==> src/rtl/segment_tree_range_sum_core_defines.svh <==
// Assertion macros for the segment tree range sum core.
// Used by rtl files that carry concurrent checks; needs clk and rst_n in scope.
`ifndef SEGMENT_TREE_RANGE_SUM_CORE_DEFINES_SVH
`define SEGMENT_TREE_RANGE_SUM_CORE_DEFINES_SVH
`ifndef SYNTH
// checked property, disabled while in reset
`define SEGSUM_ASSERT(label, prop) \
  label: assert property (@(posedge clk) disable iff (!rst_n) (prop)) \
    else $error("segsum assertion failed");
// checked property, also active during reset
`define SEGSUM_ASSERT_ALWAYS(label, prop) \
  label: assert property (@(posedge clk) (prop)) \
    else $error("segsum assertion failed");
`else
`define SEGSUM_ASSERT(label, prop)
`define SEGSUM_ASSERT_ALWAYS(label, prop)
`endif
`endif

==> src/rtl/segsum_pkg.sv <==
// Shared types and constants for the segment tree range sum core.
// No dependencies; the core, sequencer and datapath refer to it by scoped names.
package segsum_pkg;

  localparam int ARRAY_SIZE = 1024;
  localparam int POS_W      = 10;
  localparam int LEAF_W     = $clog2(ARRAY_SIZE);
  localparam int NODE_W     = LEAF_W + 1;          // heap index, leaves at ARRAY_SIZE+i
  localparam int SPAN_W     = NODE_W + 1;          // exclusive bound may reach 2*ARRAY_SIZE
  localparam int NODE_DEPTH = 2 * ARRAY_SIZE;
  localparam int COUNT_W    = 11;
  localparam int DATA_W     = 64;
  localparam int APB_AW     = 2;
  localparam int APB_DW     = 32;

  localparam logic [APB_AW-1:0] REG_ELEMENT_COUNT = 2'd0;

  localparam logic KIND_SET   = 1'b0;
  localparam logic KIND_QUERY = 1'b1;

  typedef enum logic [2:0] {
    OP_NONE,
    OP_CLEAR,
    OP_LOAD,
    OP_DIFF,
    OP_UP,
    OP_QLEFT,
    OP_QRIGHT,
    OP_OUT
  } dp_op_t;

  typedef enum logic [2:0] {
    ST_CLEAR,
    ST_IDLE,
    ST_DIFF,
    ST_UP,
    ST_QLEFT,
    ST_QRIGHT,
    ST_QDONE
  } st_t;

  typedef struct packed {
    dp_op_t op;
  } dp_cmd_t;

  typedef struct packed {
    logic in_query;    // word on the input is a query
    logic in_set_ok;   // word on the input is a set inside the array
    logic clr_last;    // clearing pass at the last node
    logic at_root;     // update walk reached node 1
    logic loop_done;   // query bounds met
    logic out_free;    // output register can take a word
  } dp_stat_t;

endpackage

==> src/rtl/segsum_ctrl.sv <==
// Sequencer for the segment tree core: clear pass, set walk, query loop.
// Depends on segsum_pkg; drives the datapath through dp_cmd_t.
module segsum_ctrl (
  input  logic                 clk,
  input  logic                 rst_n,
  input  logic                 in_valid,
  output logic                 in_ready,
  input  segsum_pkg::dp_stat_t stat,
  output segsum_pkg::dp_cmd_t  cmd
);

  segsum_pkg::st_t state_r, state_nxt;

  always_ff @(posedge clk) begin
    if (!rst_n) begin
      state_r <= segsum_pkg::ST_CLEAR;
    end else begin
      state_r <= state_nxt;
    end
  end

  always_comb begin
    state_nxt = state_r;
    cmd.op    = segsum_pkg::OP_NONE;
    in_ready  = 1'b0;
    case (state_r)
      segsum_pkg::ST_CLEAR: begin
        cmd.op = segsum_pkg::OP_CLEAR;
        if (stat.clr_last) begin
          state_nxt = segsum_pkg::ST_IDLE;
        end
      end
      segsum_pkg::ST_IDLE: begin
        in_ready = 1'b1;
        if (in_valid) begin
          cmd.op = segsum_pkg::OP_LOAD;
          if (stat.in_query) begin
            state_nxt = segsum_pkg::ST_QLEFT;
          end else if (stat.in_set_ok) begin
            state_nxt = segsum_pkg::ST_DIFF;
          end
        end
      end
      segsum_pkg::ST_DIFF: begin
        cmd.op    = segsum_pkg::OP_DIFF;
        state_nxt = segsum_pkg::ST_UP;
      end
      segsum_pkg::ST_UP: begin
        cmd.op = segsum_pkg::OP_UP;
        if (stat.at_root) begin
          state_nxt = segsum_pkg::ST_IDLE;
        end
      end
      segsum_pkg::ST_QLEFT: begin
        if (stat.loop_done) begin
          state_nxt = segsum_pkg::ST_QDONE;
        end else begin
          cmd.op    = segsum_pkg::OP_QLEFT;
          state_nxt = segsum_pkg::ST_QRIGHT;
        end
      end
      segsum_pkg::ST_QRIGHT: begin
        cmd.op    = segsum_pkg::OP_QRIGHT;
        state_nxt = segsum_pkg::ST_QLEFT;
      end
      segsum_pkg::ST_QDONE: begin
        if (stat.out_free) begin
          cmd.op    = segsum_pkg::OP_OUT;
          state_nxt = segsum_pkg::ST_IDLE;
        end
      end
      default: begin
        state_nxt = segsum_pkg::ST_CLEAR;
      end
    endcase
  end

endmodule

==> config.mk <==
export PLATFORM = sky130hd
export DESIGN_NAME = segsum_ctrl
export DESIGN_NICKNAME = d
export VERILOG_FILES = /design/src/rtl/segment_tree_range_sum_core_defines.svh /design/src/rtl/segsum_pkg.sv /design/src/rtl/segsum_ctrl.sv
export SDC_FILE = /design/constraint.sdc
export NUM_CORES = 1
export LEC_CHECK = 0
export ABC_AREA = 1
export ABC_CLOCK_PERIOD_IN_PS = 3400
export BUFFER_PORTS_ARGS = -buffer_cell sky130_fd_sc_hd__buf_4
export CORE_AREA = 5 5 42 44
export DETAILED_ROUTE_END_ITERATION = 10
export DIE_AREA = 0 0 47 49
export PLACE_DENSITY = 0.59
export SYNTH_ARGS = -nofsm -noshare
export SYNTH_HDL_FRONTEND = slang
export SYNTH_SLANG_ARGS = --single-unit
==> constraint.sdc <==
create_clock -name clk -period 3.4 [get_ports clk]
set_clock_uncertainty 0.1 [all_clocks]
set_input_delay 0.34 -clock clk [delete_from_list [all_inputs] [get_ports clk]]
set_output_delay 0.34 -clock clk [all_outputs]
set_load 0.01 [all_outputs]
# Word-level counts from Yosys, hierarchy flattened
# Cells that the tools add are included.
[totals]
mem_count = 0
out_inout_bits = 4
reg_bits = 3
latch_bits = 0
elab_cells = 27
input_bits = 9
mem_bits_ro = 0
ramBits = 0
[op_classes]
reduce_logical = 2
n_mux = 13
order_cmp = 0
bitwise_logic = 0
div_mod_pow = 0
n_eq_ne = 11
add_sub_neg = 0
n_mul = 0
shifts = 0
[ops]
columns = ["operator", "count"]
rows = [
  ["$pmux W3 S7", 2],
  ["$mux W3", 8],
  ["$eq A3 B3 Y1 const B", 3],
  ["$ne A2 B2 Y1 const B", 4],
  ["$eq A3 B2 Y1 const B", 2],
  ["$reduce_and A5 Y1", 1],
  ["$mux W2", 2],
  ["$eq A3 B1 Y1 const B", 1],
  ["$logic_not A3 Y1", 1],
  ["$ne A3 B3 Y1 const B", 1],
  ["$mux W1", 1],
]

# Depth between registers and ports, before layout
[depth]
ltp_word = 4
ltp_mapped = 9
depth_no_buf = 8

# Worst setup path before layout
# Ideal clock, no wire load.
[synth_path]
kind = "reg-to-output"
start = "reg state_r[1]"
end = "out cmd[1] in the netlist's numbering"
setup_slack_ns = 2.072
path_buffers = 1
required_time_ns = 2.960
path_stages_with_launch = 8
t_arrival_ns = 0.888
path_cell_list = "dfxtp_1 buf_6 nand2_2 nor2_1 nand2_1 nand2_1 inv_1 o211ai_1"
[synth_rtl]
columns = ["element", "line", "text"]
rows = [
  ["start: declaration", "segsum_ctrl.sv:12", "segsum_pkg::st_t state_r, state_nxt;"],
  ["start signal: assignment", "segsum_ctrl.sv:16", "state_r <= segsum_pkg::ST_CLEAR;"],
  ["start signal: assignment", "segsum_ctrl.sv:18", "state_r <= state_nxt;"],
  ["end: declaration", "segsum_ctrl.sv:9", "output segsum_pkg::dp_cmd_t cmd"],
]

==> run_results.csv <==
group,metric,value,unit
run_status,outcome,"finished, final reports clean",
critical_path,critPathCaptureType,"primary output",
route,routed_wl,729,um
synthesis,syn_inst,60,
clock_tree,cts_buffers,3,
finish,largest_registers,"state_r (3)",
critical_path,critPathRequiredTime,2.96,ns
route,first_iter_violations,6,
clock_tree,postCtsSetupBuffers,0,
clock_tree,holdBufCountCts,0,
synthesis,synth_nets,69,
synthesis,seq_area_frac_synth,16.96,%
clock_tree,post_cts_resize_count,0,
timing,grt_setup_unrepaired,"no",
floorplanning,die_area,0.002303,mm^2
finish,diodes,0,
floorplanning,die_w,47,um
power_and_ir_drop,ir_worst_vdd,262.6,uV
clock_tree,clock_path_buffers,2,
critical_path,start_kind,"register",
clock_tree,cts_sinks,3,
route,drt-pass1-iter-count,4,
floorplanning,core,0.001401,mm^2
synthesis,syn_area,354.1,um^2
timing,tns,0,ns
timing,post-route-period-util,53.89,%
route,detail_route.wl_per_cell,8.100,um
power_and_ir_drop,power.density,650.3,mW/mm^2
timing,setup_slack,1.568,ns
global_routing,antenna_found_initial,0,
floorplanning,start_util,25.27,%
finish,stdcell_count,90,
critical_path,crit_type,"register to primary output",
timing,slew_headroom,76.47,%
synthesis,synth-seq-cells,3,
floorplanning,io_pins,13,
clock_tree,cts_tree,"built",
finish,largest_reg_flops,3,
place,dp_cells,86,
synthesis,synth.top_cell.area_share,16.96,%
place,dp_hpwl,631.4,um
global_routing,grt_max_degree,11,
timing,setup_violations,0,
synthesis,netlist_top_cells_area,"dfxtp_1, inv_1, nand2_1",
place,place_congestion,0.7277,
global_routing,first_global_vias,360,
critical_path,worstPathArrival,1.39,ns
job,cap_violations,0,
finish,final_cell_mix,"buf_4, inv_1, nand2_1",
clock_tree,cts-root-buf,"clkbuf_4",
synthesis,yosys_warnings,0,
route,drc,0,
route,num_vias,393,
timing,tightest_slew,0.3525,ns
route,postRouteAntennaNets,0,
timing,finalHoldViolCount,0,
route,avgViaCountPerCell,4.367,
timing,slew_violations,0,
finish,drive_gt1_share,35.14,%
clock_tree,clk_pin_slew,0.03,ns
hold_path,worstHoldPathType,"primary input to register",
synthesis,synth_area_leader_cell,"dfxtp_1",
finish,regMostFlops,"state_r",
clock_tree,clock_latency,0.23,ns
finish,area_growth,32.16,%
global_routing,grt_pass1_wl,1338,um
finish,final_common_cell,"buf_4",
global_routing,overflow,0,
global_routing,grt.total_usage,7.660,%
place,pre_cts_ws,1.774,ns
place,numPortBuffers,12,
synthesis,synth_cell_types,17,
finish,layout.nets,84,
power_and_ir_drop,leakage,0.2596,nW
timing,finalCriticalPeriod,1.832,ns
synthesis,syn_area_per_cell,5.901,um^2
timing,max_freq,545.8,MHz
floorplanning,rows,14,
floorplanning,chipHeight,49,um
clock_tree,cts_max_level,1,
critical_path,path_max_fanout,10,
## kinds of logic (layout without fill, tap and decap cells)
group,Yosys count,in the layout,share of synthesized area (%)
AND/OR/NAND/NOR,36,36,53.00
buffers and inverters,14,28,19.08
AO/OA/AOI/OAI,7,7,10.95
flip-flops,3,3,16.96
## power breakdown
part / internal, mW / total [mW] / switching [mW]
registers: 0.0466 / 0.0722 / 0.0257
clock network: 0.0438 / 0.0602 / 0.0164
logic: 0.0807 / 0.172 / 0.0911
## cell type report
type                            count  area, um^2
Clock buffer                        4       26.28
Tap cell                           16       20.02
Inverter                           12       45.04
Sequential cell                     3       60.06
Timing Repair Buffer               12       90.09
Fill cell                         169       933.4
Multi-Input combinational cell     43       226.5
## cell usage after synthesis
cell type	number
nor2_1	10
nor2_2	1
nand3b_1	2
o211ai_1	1
nand2_1	11
dfxtp_1	3
inv_2	1
inv_1	11
a21oi_1	2
nand3_1	3
nand2_2	5
nand3_2	3
o21ai_1	1
nor2_4	1
buf_6	2
o21ai_0	2
o22ai_1	1
## path summary, 6_finish.rpt
kind / start / end / slack [ns] / cells after the start
min reg2reg: state_r[1]$_SDFFE_PN0P_ / state_r[1]$_SDFFE_PN0P_ / 0.55 / 2
min: rst_n / state_r[1]$_SDFFE_PN0P_ / 0.24 / 3
max: state_r[1]$_SDFFE_PN0P_ / cmd[1] / 1.57 / 7
max reg2reg: state_r[1]$_SDFFE_PN0P_ / state_r[0]$_SDFFE_PN0P_ / 2.03 / 7
## routing by layer
layer  vias up  share of wire (%)  global-route usage, %
met2         9                 48                  11.31
met3         0                7.3                  2.952
met1       171                 45                  9.170
li1        213                  -                      -
met4         0                  0                  4.147
met5         -                  0                      0
## worst max-delay path, stage by stage (launching register included)
cell	delay, ns
dfxtp_1	0.52
nand2_2	0.06
nor2_1	0.15
nand2_1	0.10
nand2_1	0.06
inv_1	0.04
o211ai_1	0.07
buf_4	0.15
## stage by stage
| stage | hold slack (ns) | util (%) | total power, mW | cell area, um^2 |
|---|---|---|---|---|
| 4_1_cts | 0.2374 | 33.39 | 0.3107 | 467.9 |
| 6_report | 0.2416 | 33.39 | 0.3043 | 467.9 |
| 3_3_place_gp | 0.4750 | 31.52 | 0.2493 | 441.7 |
| 2_1_floorplan | 0.3606 | - | 0.2049 | 354.1 |
| 3_5_place_dp | 0.4750 | 31.52 | 0.2481 | 441.7 |
| 5_1_grt | 0.2593 | 33.39 | 0.3393 | 467.9 |
Note: power is estimated with default switching activity, not from simulation.
